### src/hw/rtl/urad_pkg.sv
// Shared types, constants and the digit-to-character function for the radix converter.
package urad_pkg;

    // Field widths of the input and result words.
    localparam int VAL_W   = 64;
    localparam int RADIX_W = 6;
    localparam int MIND_W  = 7;
    localparam int CHAR_W  = 8;
    localparam int DIG_W   = 6;

    // Valid radix range.
    localparam logic [RADIX_W-1:0] RADIX_MIN = 6'd2;
    localparam logic [RADIX_W-1:0] RADIX_MAX = 6'd36;

    // Quotient bits resolved per divider cycle.
    localparam int CHUNK = 8;

    // Character constants.
    localparam logic [CHAR_W-1:0] ASCII_ZERO = 8'h30;
    localparam logic [CHAR_W-1:0] ASCII_A    = 8'h41;
    localparam logic [CHAR_W-1:0] DEC_BASE   = 8'd10;

    // Classified conversion request, as held in the command queue.
    typedef struct packed {
        logic [VAL_W-1:0]   value;
        logic [RADIX_W-1:0] radix;
        logic [MIND_W-1:0]  pad;
        logic               err;
    } t_cmd;

    // One result word.
    typedef struct packed {
        logic [CHAR_W-1:0] digit_char;
        logic              is_last;
        logic [MIND_W-1:0] digit_total;
        logic              radix_error;
    } t_res;

    // Digit value to character: 0-9 then A-Z.
    function automatic logic [CHAR_W-1:0] to_ascii(input logic [DIG_W-1:0] d);
        logic [CHAR_W-1:0] dw;
        dw = CHAR_W'(d);
        if (dw < DEC_BASE) begin
            return ASCII_ZERO + dw;
        end
        return ASCII_A + dw - DEC_BASE;
    endfunction

endpackage

### src/hw/rtl/urad_ram.sv
// Generic single-write, single-read RAM with a registered read port.
module urad_ram #(
    parameter int WIDTH = 6,
    parameter int DEPTH = 64,
    localparam int AW = (DEPTH > 1) ? $clog2(DEPTH) : 1
) (
    input  logic             i_clk,
    input  logic             i_we,
    input  logic [AW-1:0]    i_waddr,
    input  logic [WIDTH-1:0] i_wdata,
    input  logic             i_re,
    input  logic [AW-1:0]    i_raddr,
    output logic [WIDTH-1:0] o_rdata
);

    logic [WIDTH-1:0] r_mem [0:DEPTH-1];
    logic [WIDTH-1:0] r_rdata;

    // Write port.
    always_ff @(posedge i_clk) begin
        if (i_we) begin
            r_mem[i_waddr] <= i_wdata;
        end
    end

    // Registered read port; the data holds until the next read.
    always_ff @(posedge i_clk) begin
        if (i_re) begin
            r_rdata <= r_mem[i_raddr];
        end
    end

    assign o_rdata = r_rdata;

endmodule

### src/hw/rtl/urad_front.sv
// Front end: accepts requests, checks the radix, masks the value, clamps padding and queues them.
module urad_front #(
    parameter int VALUE_BITS = 64,
    parameter int MAX_DIGITS = 64
) (
    input  logic                 i_clk,
    input  logic                 i_rst_n,
    input  logic                 push,
    output logic                 full,
    input  logic [63:0]          i_value,
    input  logic [5:0]           i_radix,
    input  logic [6:0]           i_min_digits,
    output logic                 o_head_valid,
    output urad_pkg::t_cmd       o_head,
    input  logic                 i_head_pop
);

    import urad_pkg::*;

    localparam int QD = 2;
    localparam logic [VAL_W-1:0] VMASK = {VAL_W{1'b1}} >> (VAL_W - VALUE_BITS);

    t_cmd       cls;
    logic       wr_en;
    t_cmd       r_mem [0:QD-1];
    logic       r_wp;
    logic       r_rp;
    logic [1:0] r_cnt;
    logic       n_wp;
    logic       n_rp;
    logic [1:0] n_cnt;

    // Classify the incoming word.
    always_comb begin
        cls.value = i_value & VMASK;
        cls.radix = i_radix;
        cls.err   = (i_radix < RADIX_MIN) || (i_radix > RADIX_MAX);
        if (i_min_digits > MIND_W'(MAX_DIGITS)) begin
            cls.pad = MIND_W'(MAX_DIGITS);
        end else begin
            cls.pad = i_min_digits;
        end
    end

    assign full         = (r_cnt == 2'(QD));
    assign wr_en        = push && !full;
    assign o_head_valid = (r_cnt != '0);
    assign o_head       = r_mem[r_rp];

    // Queue pointers and fill level.
    always_comb begin
        n_wp  = r_wp;
        n_rp  = r_rp;
        n_cnt = r_cnt;
        if (wr_en) begin
            n_wp = ~r_wp;
        end
        if (i_head_pop) begin
            n_rp = ~r_rp;
        end
        if (wr_en && !i_head_pop) begin
            n_cnt = r_cnt + 2'd1;
        end else if (!wr_en && i_head_pop) begin
            n_cnt = r_cnt - 2'd1;
        end
    end

    always_ff @(posedge i_clk) begin
        if (!i_rst_n) begin
            r_wp  <= 1'b0;
            r_rp  <= 1'b0;
            r_cnt <= '0;
        end else begin
            r_wp  <= n_wp;
            r_rp  <= n_rp;
            r_cnt <= n_cnt;
        end
    end

    // Queue storage.
    always_ff @(posedge i_clk) begin
        if (wr_en) begin
            r_mem[r_wp] <= cls;
        end
    end

`ifndef SYNTHESIS
    a_fill_range: assert property (@(posedge i_clk) disable iff (!i_rst_n)
        r_cnt <= 2'(QD))
        else $error("command queue fill level out of range");

    a_pop_nonempty: assert property (@(posedge i_clk) disable iff (!i_rst_n)
        i_head_pop |-> (r_cnt != '0))
        else $error("command taken from an empty queue");
`endif

endmodule

### src/hw/rtl/urad_back.sv
// Back end: serial division by the radix, digit store, and most-significant-first emission.
module urad_back #(
    parameter int VALUE_BITS = 64,
    parameter int MAX_DIGITS = 64
) (
    input  logic            i_clk,
    input  logic            i_rst_n,
    input  logic            i_cmd_valid,
    input  urad_pkg::t_cmd  i_cmd,
    output logic            o_cmd_pop,
    output logic            empty,
    input  logic            pop,
    output logic [7:0]      o_digit_char,
    output logic            o_is_last,
    output logic [6:0]      o_digit_total,
    output logic            o_radix_error
);

    import urad_pkg::*;

    localparam int QW  = ((VALUE_BITS + CHUNK - 1) / CHUNK) * CHUNK;
    localparam int NCH = QW / CHUNK;
    localparam int CHW = (NCH > 1) ? $clog2(NCH) : 1;
    localparam int AW  = (MAX_DIGITS > 1) ? $clog2(MAX_DIGITS) : 1;
    localparam int CW  = $clog2(MAX_DIGITS + 1);

    localparam logic [2:0] ST_IDLE  = 3'd0;
    localparam logic [2:0] ST_DIV   = 3'd1;
    localparam logic [2:0] ST_STORE = 3'd2;
    localparam logic [2:0] ST_READ  = 3'd3;
    localparam logic [2:0] ST_SEND  = 3'd4;

    logic [2:0]         r_state;
    logic [2:0]         n_state;
    logic [QW-1:0]      r_q;
    logic [QW-1:0]      n_q;
    logic [DIG_W-1:0]   r_rem;
    logic [DIG_W-1:0]   n_rem;
    logic [RADIX_W-1:0] r_radix;
    logic [RADIX_W-1:0] n_radix;
    logic [CW-1:0]      r_pad;
    logic [CW-1:0]      n_pad;
    logic [CHW-1:0]     r_chk;
    logic [CHW-1:0]     n_chk;
    logic [CW-1:0]      r_cnt;
    logic [CW-1:0]      n_cnt;
    logic [CW-1:0]      r_tot;
    logic [CW-1:0]      n_tot;
    logic [CW-1:0]      r_p;
    logic [CW-1:0]      n_p;
    t_res               r_out;
    t_res               n_out;
    logic               r_out_valid;
    logic               n_out_valid;

    logic [QW-1:0]      div_q;
    logic [DIG_W-1:0]   div_rem;
    logic [CW-1:0]      cnt_inc;
    logic [CW-1:0]      tot;
    logic               slot_free;
    logic               ram_we;
    logic               ram_re;
    logic [DIG_W-1:0]   ram_rdata;

    // Eight restoring long-division steps per cycle on the top byte of the quotient register.
    always_comb begin
        logic [DIG_W:0]   t;
        logic [DIG_W-1:0] rem;
        logic [CHUNK-1:0] chunk;
        logic [CHUNK-1:0] qbits;
        rem   = r_rem;
        chunk = r_q[QW-1 -: CHUNK];
        qbits = '0;
        t     = '0;
        for (int i = 0; i < CHUNK; i++) begin
            t = {rem, chunk[CHUNK-1-i]};
            if (t >= {1'b0, r_radix}) begin
                t = t - {1'b0, r_radix};
                qbits[CHUNK-1-i] = 1'b1;
            end
            rem = t[DIG_W-1:0];
        end
        div_rem = rem;
        div_q   = QW'({r_q, qbits});
    end

    assign slot_free = !r_out_valid || pop;
    assign cnt_inc   = r_cnt + CW'(1);
    assign tot       = (r_pad > cnt_inc) ? r_pad : cnt_inc;

    // Sequencer: error word on a bad radix, else divide digit by digit and read digits back.
    always_comb begin
        n_state     = r_state;
        n_q         = r_q;
        n_rem       = r_rem;
        n_radix     = r_radix;
        n_pad       = r_pad;
        n_chk       = r_chk;
        n_cnt       = r_cnt;
        n_tot       = r_tot;
        n_p         = r_p;
        n_out       = r_out;
        n_out_valid = r_out_valid && !pop;
        o_cmd_pop   = 1'b0;
        ram_we      = 1'b0;
        ram_re      = 1'b0;
        case (r_state)
            ST_IDLE: begin
                if (i_cmd_valid) begin
                    if (i_cmd.err) begin
                        if (slot_free) begin
                            o_cmd_pop         = 1'b1;
                            n_out.digit_char  = '0;
                            n_out.is_last     = 1'b1;
                            n_out.digit_total = '0;
                            n_out.radix_error = 1'b1;
                            n_out_valid       = 1'b1;
                        end
                    end else begin
                        o_cmd_pop = 1'b1;
                        n_q       = QW'(i_cmd.value);
                        n_rem     = '0;
                        n_radix   = i_cmd.radix;
                        n_pad     = CW'(i_cmd.pad);
                        n_chk     = '0;
                        n_cnt     = '0;
                        n_state   = ST_DIV;
                    end
                end
            end
            ST_DIV: begin
                n_q   = div_q;
                n_rem = div_rem;
                n_chk = r_chk + CHW'(1);
                if (r_chk == CHW'(NCH - 1)) begin
                    n_state = ST_STORE;
                end
            end
            ST_STORE: begin
                ram_we = 1'b1;
                n_cnt  = cnt_inc;
                n_rem  = '0;
                n_chk  = '0;
                if ((r_q == '0) || (r_cnt == CW'(MAX_DIGITS - 1))) begin
                    n_tot   = tot;
                    n_p     = tot - CW'(1);
                    n_state = ST_READ;
                end else begin
                    n_state = ST_DIV;
                end
            end
            ST_READ: begin
                ram_re  = 1'b1;
                n_state = ST_SEND;
            end
            ST_SEND: begin
                if (slot_free) begin
                    if (r_p >= r_cnt) begin
                        n_out.digit_char = ASCII_ZERO;
                    end else begin
                        n_out.digit_char = to_ascii(ram_rdata);
                    end
                    n_out.is_last     = (r_p == '0);
                    n_out.digit_total = MIND_W'(r_tot);
                    n_out.radix_error = 1'b0;
                    n_out_valid       = 1'b1;
                    if (r_p == '0) begin
                        n_state = ST_IDLE;
                    end else begin
                        n_p     = r_p - CW'(1);
                        n_state = ST_READ;
                    end
                end
            end
            default: begin
                n_state = ST_IDLE;
            end
        endcase
    end

    // Control registers.
    always_ff @(posedge i_clk) begin
        if (!i_rst_n) begin
            r_state     <= ST_IDLE;
            r_out_valid <= 1'b0;
            r_q         <= '0;
            r_cnt       <= '0;
        end else begin
            r_state     <= n_state;
            r_out_valid <= n_out_valid;
            r_q         <= n_q;
            r_cnt       <= n_cnt;
        end
    end

    // Working and result registers.
    always_ff @(posedge i_clk) begin
        r_rem   <= n_rem;
        r_radix <= n_radix;
        r_pad   <= n_pad;
        r_chk   <= n_chk;
        r_tot   <= n_tot;
        r_p     <= n_p;
        r_out   <= n_out;
    end

    // Digit store, least significant digit at address zero.
    urad_ram #(
        .WIDTH (DIG_W),
        .DEPTH (MAX_DIGITS)
    ) u_store (
        .i_clk   (i_clk),
        .i_we    (ram_we),
        .i_waddr (r_cnt[AW-1:0]),
        .i_wdata (r_rem),
        .i_re    (ram_re),
        .i_raddr (r_p[AW-1:0]),
        .o_rdata (ram_rdata)
    );

    assign empty         = !r_out_valid;
    assign o_digit_char  = r_out.digit_char;
    assign o_is_last     = r_out.is_last;
    assign o_digit_total = r_out.digit_total;
    assign o_radix_error = r_out.radix_error;

`ifndef SYNTHESIS
    a_err_word: assert property (@(posedge i_clk) disable iff (!i_rst_n)
        (r_out_valid && r_out.radix_error) |-> (r_out.is_last && (r_out.digit_total == '0)))
        else $error("error word is not a single terminal word");

    a_cnt_range: assert property (@(posedge i_clk) disable iff (!i_rst_n)
        r_cnt <= CW'(MAX_DIGITS))
        else $error("digit count beyond store depth");

    a_emit_index: assert property (@(posedge i_clk) disable iff (!i_rst_n)
        ((r_state == ST_READ) || (r_state == ST_SEND)) |-> (r_p < r_tot))
        else $error("emission index beyond character count");

    a_rem_range: assert property (@(posedge i_clk) disable iff (!i_rst_n)
        (r_state == ST_DIV) |-> (r_rem < r_radix))
        else $error("partial remainder not below radix");
`endif

endmodule

### src/hw/rtl/uint_to_radix_ascii.sv
// Unsigned integer to ASCII digits in radix 2..36, with zero padding, one character per word.
// Per request: each digit comes from a byte-wide serial divider followed by a store step, then
// each character takes a digit store read and an output load.
// A bad radix gives a single error word. Requests pass through the command queue to the back end.
// A two-entry command queue lets requests be taken while a conversion is running.
// Synchronous active-low reset empties the queue and the output; the digit store is not cleared.
module uint_to_radix_ascii #(
    parameter int VALUE_BITS = 64,
    parameter int MAX_DIGITS = 64
) (
    input  logic        i_clk,
    input  logic        i_rst_n,
    input  logic        push,
    output logic        full,
    input  logic [63:0] i_value,
    input  logic [5:0]  i_radix,
    input  logic [6:0]  i_min_digits,
    output logic        empty,
    input  logic        pop,
    output logic [7:0]  o_digit_char,
    output logic        o_is_last,
    output logic [6:0]  o_digit_total,
    output logic        o_radix_error
);

    import urad_pkg::*;

    logic head_valid;
    t_cmd head;
    logic head_pop;

    // Request intake and classification.
    urad_front #(
        .VALUE_BITS (VALUE_BITS),
        .MAX_DIGITS (MAX_DIGITS)
    ) u_front (
        .i_clk        (i_clk),
        .i_rst_n      (i_rst_n),
        .push         (push),
        .full         (full),
        .i_value      (i_value),
        .i_radix      (i_radix),
        .i_min_digits (i_min_digits),
        .o_head_valid (head_valid),
        .o_head       (head),
        .i_head_pop   (head_pop)
    );

    // Conversion and character output.
    urad_back #(
        .VALUE_BITS (VALUE_BITS),
        .MAX_DIGITS (MAX_DIGITS)
    ) u_back (
        .i_clk         (i_clk),
        .i_rst_n       (i_rst_n),
        .i_cmd_valid   (head_valid),
        .i_cmd         (head),
        .o_cmd_pop     (head_pop),
        .empty         (empty),
        .pop           (pop),
        .o_digit_char  (o_digit_char),
        .o_is_last     (o_is_last),
        .o_digit_total (o_digit_total),
        .o_radix_error (o_radix_error)
    );

endmodule

### config.mk
export PLATFORM = sky130hd
export DESIGN_NAME = uint_to_radix_ascii
export DESIGN_NICKNAME = d
export VERILOG_FILES = /design/src/hw/rtl/urad_pkg.sv /design/src/hw/rtl/urad_ram.sv /design/src/hw/rtl/urad_front.sv /design/src/hw/rtl/urad_back.sv /design/src/hw/rtl/uint_to_radix_ascii.sv
export SDC_FILE = /design/constraint.sdc
export NUM_CORES = 1
export LEC_CHECK = 0
export ABC_AREA = 1
export BUFFER_PORTS_ARGS = -buffer_cell sky130_fd_sc_hd__buf_2
export CAP_MARGIN = 20
export CORE_MARGIN = 10
export CORE_UTILIZATION = 55
export DETAILED_ROUTE_END_ITERATION = 10
export PLACE_DENSITY = 0.72
export SETUP_SLACK_MARGIN = 0.5
export SLEW_MARGIN = 25
export SYNTH_ARGS = -nofsm -noshare
export SYNTH_HDL_FRONTEND = slang
export SYNTH_SLANG_ARGS = --single-unit
### constraint.sdc
create_clock -name i_clk -period 13.47 [get_ports i_clk]
set_input_delay 2.0205 -clock i_clk [delete_from_list [all_inputs] [get_ports i_clk]]
set_output_delay 2.0205 -clock i_clk [all_outputs]
set_load 0.1 [all_outputs]
# After elaboration in Yosys (flattened, before gate mapping)
# Memories as Yosys holds them, arrays and structs flattened. A register that Yosys moved wholly into a read port is not among the register bits.
# Index checks and enable logic that the tools add are counted.
# W data, S select, Z words.
dict set report totals {
  regBits 132
  ramBits 540
  elab_cells 169
  n_memories 2
}
dict set report op_classes {
  addsub 17
  order_cmp 14
  eq_ne 15
  n_mux 71
  n_bitwise 3
  n_reduce_logical 30
}
# memory depth width read_ports rd_ports_with_merged_regs wr line_no
set memory_table {}
lappend memory_table {u_back.u_store.r_mem 64 6 1 1 1 urad_ram.sv:16} ;# logic [WIDTH-1:0] r_mem [0:DEPTH-1];
lappend memory_table {u_front.r_mem 2 78 1 1 1 urad_front.sv:25} ;# t_cmd r_mem [0:QD-1];
# op count
set op_table {}
lappend op_table {{$mux W64} 2}
lappend op_table {{$pmux W64 S2} 1}
lappend op_table {{$mux W17} 4}
lappend op_table {{$logic_not A64 Y1} 1}
lappend op_table {{$mux W6} 10}
lappend op_table {{$ge A7 B6 Y1} 8}
lappend op_table {{$mux W7} 7}
lappend op_table {{$sub A6 B6 Y6} 8}
lappend op_table {{$pmux W17 S2} 1}
lappend op_table {{$pmux W7 S2} 2}
lappend op_table {{$mux W1} 27}
lappend op_table {{$mux W8} 3}
lappend op_table {{$mux W3} 6}
lappend op_table {{$pmux W6 S3} 1}
lappend op_table {{$pmux W3 S5} 1}
lappend op_table {{$sub A7 B1 Y7 const B} 2}
lappend op_table {{$reduce_and A3 Y1} 4}
lappend op_table {{$reduce_bool A2 Y1} 6}
lappend op_table {{$pmux W3 S3} 1}
lappend op_table {{$add A7 B6 Y8 const A} 1}
lappend op_table {{$mux W2} 4}
lappend op_table {{$ne A2 B1 Y1 const B} 4}
lappend op_table {{$ne A2 B2 Y1 const B} 4}
lappend op_table {{$reduce_and A4 Y1} 2}
lappend op_table {{other kinds (27)} 40}

# Logic depth before layout (Yosys ltp)
# Gate-level depths: netlist of run 1.
dict set report logic_depth {
  ltp_word 17
  ltp_mapped 91
  mapped_depth_nobuf 90
}

# Cells and area by module
# From an unflattened synthesis of run 1, not the netlist that was laid out.
dict set report hier_totals {
  cells_unflattened 2812
  area_unflattened_um2 30643.1
}
# module instances cells_each area_per_inst_um2
set modules_own_cells {}
lappend modules_own_cells {urad_ram 1 1376 15990.3}
lappend modules_own_cells {urad_back 1 1132 8608.3}
lappend modules_own_cells {urad_front 1 304 6044.5}

# Worst setup path after synthesis of run 1
# OpenSTA, ideal clock, no wires.
dict set report synth_timing {
  kind {register to register}
  startpoint {reg u_back.r_rem[3]}
  endpoint {reg u_back.r_rem[2] (data pin)}
  setup_time_ps 257
  arrival_time_ps 12177
  t_required_ps 13213
  slack_ps 1036
  stages_incl_launch_ff 84
  n_path_buf 1
  period_less_slack_ps 12434
  path_cell_list {edfxtp_1 -> ha_1 -> a21oi_2 -> nor2_1 -> nor2_8 -> nand2_8 -> nand2_1 -> nand2_1 -> ha_1 -> a21oi_1 -> nand2_1 -> nand2_1 -> nand3_1 -> nand2_1 -> nand3_4 -> nand2_1 -> nand2_1 -> ha_1 -> [... 48 more ...] -> inv_1 -> a21boi_0 -> inv_1 -> nor2_2 -> nand3_1 -> nand2_1 -> inv_1 -> ha_1 -> a21oi_1 -> nand2_1 -> a21oi_1 -> o21bai_1 -> a221oi_1 -> inv_1 -> nor2_1 -> nand3_1 -> nand2_1 -> nor2_1}
}
dict set report synth_between {
  elab_chain_len 17
}
# item line_no
set synth_rtl {}
lappend synth_rtl {{start, declared} urad_back.sv:37} ;# logic [DIG_W-1:0] r_rem;
lappend synth_rtl {{start signal, assigned} urad_back.sv:198} ;# r_rem <= n_rem;
lappend synth_rtl {{$sub A6 B6 Y6 / $ge A7 B6 Y1 (equally long branches)} {urad_back.sv:78, urad_back.sv:77}}
lappend synth_rtl {{$mux W6 (*)} urad_back.sv:77} ;# if (t >= {1'b0, r_radix}) begin
lappend synth_rtl {{$sub A6 B6 Y6 / $ge A7 B6 Y1 (equally long branches)} {urad_back.sv:78, urad_back.sv:77}}
lappend synth_rtl {{$mux W6 (*)} urad_back.sv:77}
lappend synth_rtl {{$ge A7 B6 Y1 / $sub A6 B6 Y6 (equally long branches)} {urad_back.sv:77, urad_back.sv:78}}
lappend synth_rtl {{$mux W6 (*)} urad_back.sv:77}
lappend synth_rtl {{$sub A6 B6 Y6 / $ge A7 B6 Y1 (equally long branches)} {urad_back.sv:78, urad_back.sv:77}}
lappend synth_rtl {{$mux W6 (*)} urad_back.sv:77}
lappend synth_rtl {{$sub A6 B6 Y6 / $ge A7 B6 Y1 (equally long branches)} {urad_back.sv:78, urad_back.sv:77}}
lappend synth_rtl {{$mux W6 (*)} urad_back.sv:77}
lappend synth_rtl {{$sub A6 B6 Y6 / $ge A7 B6 Y1 (equally long branches)} {urad_back.sv:78, urad_back.sv:77}}
lappend synth_rtl {{$mux W6 (*)} urad_back.sv:77}
lappend synth_rtl {{$ge A7 B6 Y1 / $sub A6 B6 Y6 (equally long branches)} {urad_back.sv:77, urad_back.sv:78}}
lappend synth_rtl {{$mux W6 (*)} urad_back.sv:77}
lappend synth_rtl {{$sub A6 B6 Y6 / $ge A7 B6 Y1 (equally long branches)} {urad_back.sv:78, urad_back.sv:77}}
lappend synth_rtl {{$mux W6 (*)} urad_back.sv:77}
lappend synth_rtl {{$pmux W6 S3 (*)} urad_back.sv:107} ;# case (r_state)
# Every way passes the cells marked *; elsewhere a longest branch is shown, timed or not.
# A chain may end at the register's enable or synchronous reset.

# Worst setup path after layout of run 1
dict set report layout_timing {
  startpoint {reg u_back.r_radix[4]}
  endpoint {reg u_back.r_rem[2] (data pin)}
}
dict set report layout_between {
  elab_chain_len 17
}
# item line_no
set layout_rtl {}
lappend layout_rtl {{start, declared} urad_back.sv:39} ;# logic [RADIX_W-1:0] r_radix;
lappend layout_rtl {{start signal, assigned} urad_back.sv:199} ;# r_radix <= n_radix;
lappend layout_rtl {{$sub A6 B6 Y6 / $ge A7 B6 Y1 (equally long branches)} {urad_back.sv:78, urad_back.sv:77}}
lappend layout_rtl {{$mux W6} urad_back.sv:77}
lappend layout_rtl {{$sub A6 B6 Y6 / $ge A7 B6 Y1 (equally long branches)} {urad_back.sv:78, urad_back.sv:77}}
lappend layout_rtl {{$mux W6} urad_back.sv:77}
lappend layout_rtl {{$ge A7 B6 Y1 / $sub A6 B6 Y6 (equally long branches)} {urad_back.sv:77, urad_back.sv:78}}
lappend layout_rtl {{$mux W6} urad_back.sv:77}
lappend layout_rtl {{$sub A6 B6 Y6 / $ge A7 B6 Y1 (equally long branches)} {urad_back.sv:78, urad_back.sv:77}}
lappend layout_rtl {{$mux W6} urad_back.sv:77}
lappend layout_rtl {{$sub A6 B6 Y6 / $ge A7 B6 Y1 (equally long branches)} {urad_back.sv:78, urad_back.sv:77}}
lappend layout_rtl {{$mux W6} urad_back.sv:77}
lappend layout_rtl {{$sub A6 B6 Y6 / $ge A7 B6 Y1 (equally long branches)} {urad_back.sv:78, urad_back.sv:77}}
lappend layout_rtl {{$mux W6} urad_back.sv:77}
lappend layout_rtl {{$ge A7 B6 Y1 / $sub A6 B6 Y6 (equally long branches)} {urad_back.sv:77, urad_back.sv:78}}
lappend layout_rtl {{$mux W6} urad_back.sv:77}
lappend layout_rtl {{$sub A6 B6 Y6 / $ge A7 B6 Y1 (equally long branches)} {urad_back.sv:78, urad_back.sv:77}}
lappend layout_rtl {{$mux W6 (*)} urad_back.sv:77}
lappend layout_rtl {{$pmux W6 S3 (*)} urad_back.sv:107}
# Marks and branches as above.

==> run metrics, run 1 <==
clock transition at the registers of the reported paths=0.06 ns; CP Capture Type=flop; drt drc=0; crit-path max cell delay=0.37 ns; gpl congestion=0.882; worst setup margin=1.30 ns; drt wl/cell=20.6 um; drt pass-1 iters=6; Routed Antenna Nets=0; pre-CTS setup slack=0.0564 ns; YS warnings=0; row count=85; Routed WL=72.9 mm; Area contributors post-synth=edfxtp_1, nand2_1, dfxtp_1; worst endpoint required time=13.80 ns; Final TNS setup=0 ns; crit path max fanout=11; Post-synth top cells=edfxtp_1, nand2_1, nor2_1; Cell Area, Synth=29900 um^2; GR Util All Layers=22.4%; post-synth cell types=58; number of synthesized flops with an enable pin=598; Starting Density=55.5%; Core Box Area=53800 um^2; Die Y=253 um; Max-slew headroom=28.6%; Clock Skews=0.0259 ns; share of layout cells above drive strength 1=11.5%; First DRT Iteration DRCs=2159; Mapped Cells=2718; WP data arrival=12.51 ns; RSZ-0062 raised after global routing=false; # Max-Cap Violations=0; vias=20800; most numerous cell in the Yosys netlist=edfxtp_1; CTS H-tree lvls=3; Hold WC Path Type=flop to flop; Synth top area share=60.1%; post-synthesis async set-or-reset flop share=0%; Seq cells post-synth=678; Worst Max-Slew Pin Slew=1.07 ns; largest net degree at the start of global routing=194; syn_nets=2877; status=completed; Final Critical Period=12.17 ns; Hold Vio Cnt, Final=0; clock buffer depth=3; TritonCTS Buffers=67; vias in the first global route=20400; die area=64000 um^2; Final HPWL DP=44.7 mm; synthesized area per cell=11.0 um^2; diodes inserted=0; Tcrit/Tclk final=90.4%; Final Setup Violations=0; CTS Hold Bufs=0; clk_lat worst skew=0.60 ns; Synth-to-Final Area Change=11.9%; IO Port Bufs=98; Max stage delay cell, worst path=ha_2; cell taking the most area after synthesis=edfxtp_1; f_max=0.0821 GHz; ys flop type=edfxtp_1; initial antenna violation count=0; sequential cell area fraction in the yosys report=65.5%; critical path class=flop to flop; cell mode on critical path=nand2_1; Vias/cell=5.87; clock sinks=678; CP Launch Type=flop; global-route wire length before repair=113 mm; max-slew violation count=0; clock root buffer=clkbuf_16; die width=253 um; total gr overflow=0; CTS tree=yes; Final #Nets=2955; # IOs=100
-- path summary, 6_finish.rpt --
| path | start | depth (start not counted) | endpoint | slack [ns] |
|---|---|---|---|---|
| hold / removal | u_front.r_rp$_SDFFE_PN0P_ | 1 | flop | 0.46 |
| setup reg to reg | u_back.r_radix[4]$_DFFE_PP_ | 85 | u_back.r_rem[2]$_SDFFCE_PN0P_ | 1.30 |
| setup / recovery | u_back.r_radix[4]$_DFFE_PP_ | 85 | u_back.r_rem[2]$_SDFFCE_PN0P_ | 1.30 |
| hold reg to reg | u_front.r_rp$_SDFFE_PN0P_ | 1 | flop | 0.46 |
-- registers in the layout (all words and copies together), names as in the netlist, 7 cells and up, named ones only --
name and cells:
u_back.o_digit_total 7, u_back.r_p 7, u_back.r_cnt 7, u_back.r_pad 7
u_front.r_mem 156, u_back.u_store.r_mem 384, u_back.o_digit_char 7, u_back.r_q 64
u_back.r_tot 7
-- logic make-up (layout without fill, tap and decap cells) --
kind of cell	after synthesis	in the layout	synth area share, %
simple gates	1072	1072	15.1
xor+xnor	37	37	1.08
mux	11	11	0.369
buf+inv	278	407	3.56
fa+ha+maj	78	78	3.47
other cells	1	1	0.0126
flops	678	678	65.5
compound gates	563	563	11.0
-- area by class of cell --
cell class / count / area [um^2]
repair buffers: 142 / 848
multi-input cells: 1762 / 9450
fillers: 4184 / 20400
clock inverters: 26 / 275
well taps: 696 / 871
flip-flops and latches: 678 / 19600
inverters: 145 / 548
clock buffers: 94 / 1870
-- metal layers --
layer	wire length [um]	global-route usage, %	vias up	part of all wire (%)
met5	0	0	-	0
met4	2700	9.17	0	3.7
met3	4960	3.56	162	6.8
met2	35500	37.0	860	49
met1	29700	29.0	9962	41
li1	-	-	9818	-
-- metrics by stage --
step | area, um^2 | hold slack (ns) | instances | util (%)
6_report | 33400 | 0.462 | 3543 | 62.1
5_1_grt | 33400 | 0.477 | 3543 | 62.1
4_1_cts | 33200 | 0.457 | 3533 | 61.7
3_5_place_dp | 31000 | 0.448 | 3412 | 57.6
3_3_place_gp | 31000 | 0.427 | 3412 | 57.6
2_1_floorplan | 29900 | 0.425 | 2718 | -
-- critical path, delay by kind of cell (launching register included) --
family	cells	cell delay, ns
AND/OR/NAND/NOR	40	4.20
AO/OA/AOI/OAI	23	3.68
adder cells (fa/ha/maj)	8	2.43
buffers and inverters	14	1.22
flip-flops	1	0.35
-- repair_timing --
item,in CTS,in global routing
endpoints found under the setup margin,7,7
hold endpoints to repair,0,0
buffers inserted,1,10
pin swaps,1,8
resized for setup,4,34
-- placed cells by master (no fill, tap or decap), drive strengths merged, types with 2 or more instances in the layout --
master / n
edfxtp: 598
a211oi: 10
nor3: 10
or2: 12
nand4: 11
xor2: 20
xnor2: 17
clkinv: 23
o211ai: 19
nor4: 16
buf: 142
inv: 141
nand2: 541
a31oi: 60
clkinvlp: 2
a311oi: 2
o41ai: 2
nor2: 392
o221ai: 33
fa: 8
nand3b: 3
nand3: 86
a21oi: 64
bufinv: 5
o21ai: 282
o21bai: 2
a21o: 2
clkbuf: 94
o22ai: 74
o21a: 4
a221oi: 3
mux2i: 11
dfxtp: 80
ha: 70
Power of run 1 is not shown: default switching activity piles up to over one toggle a cycle in this logic, so the estimate is an artifact.
==> inputs of run 2 (changes only) <==
- CORE_ASPECT_RATIO: default -> 2
- PLACE_DENSITY: 0.72 -> 0.81
==> run 2 against run 1 <==
Effect of this change:
- clock skew rose by 0.0030 ns
- routed wire length rose by 8.2%
- worst hold slack improved by 0.0073 ns
- sequential share of layout area grew 0.35 points
- largest cell class unchanged
- highest routed layer unchanged
- critical path type unchanged
- die area rose by 0.89%
- critical path depth down 5
- sequential cell count did not move
- cell area is 0.59% lower
==> run metrics, run 2 (same netlist as run 1, synthesis figures left out) <==
worst endpoint required time=13.83 ns (was 13.80 ns); clock sinks=678 (unchanged); IO Port Bufs=98 (unchanged); placed cells=3392 (was 3412); crit-path leading delay family=compound AO/OA/AOI/OAI gates (was simple AND/OR/NAND/NOR gates); Max-slew headroom=30.9% (was 28.6%); # IOs=100 (unchanged); vias in the first global route=21700 (was 20400); Final TNS setup=0 ns (unchanged); Clock Skews=0.0289 ns (was 0.0259 ns); Reg-to-Reg End=u_back.r_rem[5]$_SDFFCE_PN0P_ (was u_back.r_rem[2]$_SDFFCE_PN0P_); reg2reg setup slack=1.36 ns (was 1.30 ns); Synth-to-Final Area Change=11.2% (was 11.9%); vias=21500 (was 20800); R2R cell count=80 (was 85); Final #Nets=2947 (was 2955); Routed Antenna Nets=0 (unchanged); row count=120 (was 85); clk_lat worst skew=0.63 ns (was 0.60 ns); max FFs per register=384 (unchanged); WP data arrival=12.47 ns (was 12.51 ns); total gr overflow=0 (unchanged); Post-DP Area=31000 um^2 (about the same); global-route wire length before repair=120 mm (was 113 mm); Starting Density=55.7% (was 55.5%); Core Box Area=53600 um^2 (was 53800 um^2); Hold WC Path Type=flop to flop (unchanged); CTS H-tree lvls=2 (was 3); Final Setup Violations=0 (unchanged); First DRT Iteration DRCs=2189 (was 2159); Reg with most FFs=u_back.u_store.r_mem (unchanged); die area=64600 um^2 (was 64000 um^2); CP Capture Type=flop (unchanged); drt wl/cell=22.5 um (was 20.6 um); CTS tree=yes (unchanged); Vias/cell=6.13 (was 5.87); clock root buffer=clkbuf_16 (unchanged); drt drc=0 (unchanged); largest net degree at the start of global routing=195 (was 194); crit path max fanout=10 (was 11); Final Critical Period=12.11 ns (was 12.17 ns); TritonCTS Buffers=55 (was 67); Worst Max-Slew Pin Slew=1.02 ns (was 1.07 ns); commonest non-fill, non-tap cell in the layout=edfxtp_1 (unchanged); Non-Filler Instances=3503 (was 3543); CTS Hold Bufs=0 (unchanged); Final HPWL DP=52.7 mm (was 44.7 mm); largest registers=u_back.u_store.r_mem: 384 flops, u_front.r_mem: 156 flops, u_back.r_q: 64 flops (unchanged); fillers=3979 (was 4184); critical hold path startpoint=u_front.r_rp$_SDFFE_PN0P_ (unchanged); share of layout cells above drive strength 1=11.4% (was 11.5%); initial antenna violation count=0 (unchanged); Hold Vio Cnt, Final=0 (unchanged); max-slew violation count=0 (unchanged); Reg-to-Reg Start=u_back.r_rem[3]$_SDFFCE_PN0P_ (was u_back.r_radix[4]$_DFFE_PP_); RSZ-0062 raised after global routing=false (unchanged); Max stage delay cell, worst path=edfxtp_1 (was ha_2); most frequent cells in the layout=edfxtp_1, nand2_1, nor2_1 (unchanged); CP Launch Type=flop (unchanged); fin area=33200 um^2 (was 33400 um^2); crit-path max cell delay=0.40 ns (was 0.37 ns); clock transition at the registers of the reported paths=0.07 ns (was 0.06 ns); drt pass-1 iters=6 (unchanged); Min-Delay Path Depth=1 (unchanged); cell mode on critical path=nand2_1 (unchanged); # Max-Cap Violations=0 (unchanged); Die Y=350 um (was 253 um); clock buffer depth=3 (unchanged); die width=185 um (was 253 um); diodes inserted=0 (unchanged); CP startpoint=u_back.r_rem[3]$_SDFFCE_PN0P_ (was u_back.r_radix[4]$_DFFE_PP_); Min Hold Slack=0.469 ns (was 0.462 ns); Routed WL=78.9 mm (was 72.9 mm); Tcrit/Tclk final=89.9% (was 90.4%); critical path class=flop to flop (unchanged); status=completed (unchanged); crit path buf inv count=11 (was 14); f_max=0.0826 GHz (was 0.0821 GHz); GR Util All Layers=24.0% (was 22.4%); gpl congestion=0.940 (was 0.882)
[run 2: cell types whose count changed in the layout (fill, tap and decap cells not counted), sizes merged]
cell	delta
buf	+4
bufinv	+4
clkbuf	-26
clkinv	-2
clkinvlp	+2
inv	+3
[run 2: worst max-delay path by stage]
stage | slack [ns] | cells after the start | end
after floorplan | 1.04 | 83 | u_back.r_rem[2]$_SDFFCE_PN0P_
after global placement | 0.90 | 85 | u_back.r_rem[2]$_SDFFCE_PN0P_
after detailed placement | 0.37 | 85 | u_back.r_rem[2]$_SDFFCE_PN0P_
after CTS | 0.56 | 87 | u_back.r_rem[2]$_SDFFCE_PN0P_
after global routing | 0.37 | 83 | u_back.r_rem[2]$_SDFFCE_PN0P_
final | 1.36 | 80 | u_back.r_rem[5]$_SDFFCE_PN0P_
[run 2: routing by layer]
| metal | GRT usage (%) | vias up | part of all wire, % |
|---|---|---|---|
| li1 | - | 9774 | - |
| met1 | 24.2 | 10300 | 32 |
| met2 | 43.8 | 1109 | 53 |
| met3 | 3.55 | 325 | 7.0 |
| met4 | 17.4 | 0 | 8.2 |
| met5 | 0 | - | 0 |
[run 2: stage by stage]
step	setup WS (ns)	util [%]
finish	1.36	62.0
global route	0.369	62.0
CTS	0.562	61.5
detailed placement	0.374	57.9
global placement	0.898	57.9
floorplan	1.04	-
[run 2: cell type report]
type	count	area [um^2]	area share [%]
clock inverter	33	445	1.34
tap	671	840	2.53
sequential	678	19600	58.9
inverter	145	547	1.65
multi-input combinational	1762	9510	28.6
clock buffer	68	1450	4.35
timing repair buffer	146	880	2.65
[run 2: worst reg2reg max path: cells and delay by family (launching register included)]
family | cells | cell delay [ns]
AO/OA/AOI/OAI | 26 | 4.43
AND/OR/NAND/NOR | 35 | 3.47
adder cells (fa/ha/maj) | 8 | 2.54
flip-flops | 1 | 0.40
buffers and inverters | 11 | 1.05
[run 2: what timing repair did]
action,in CTS,in global routing
pin swaps,0,8
setup buffers,0,10
endpoints found under the setup margin,6,7
gates resized for setup,2,39
Power of run 2 is left out for the same reason.
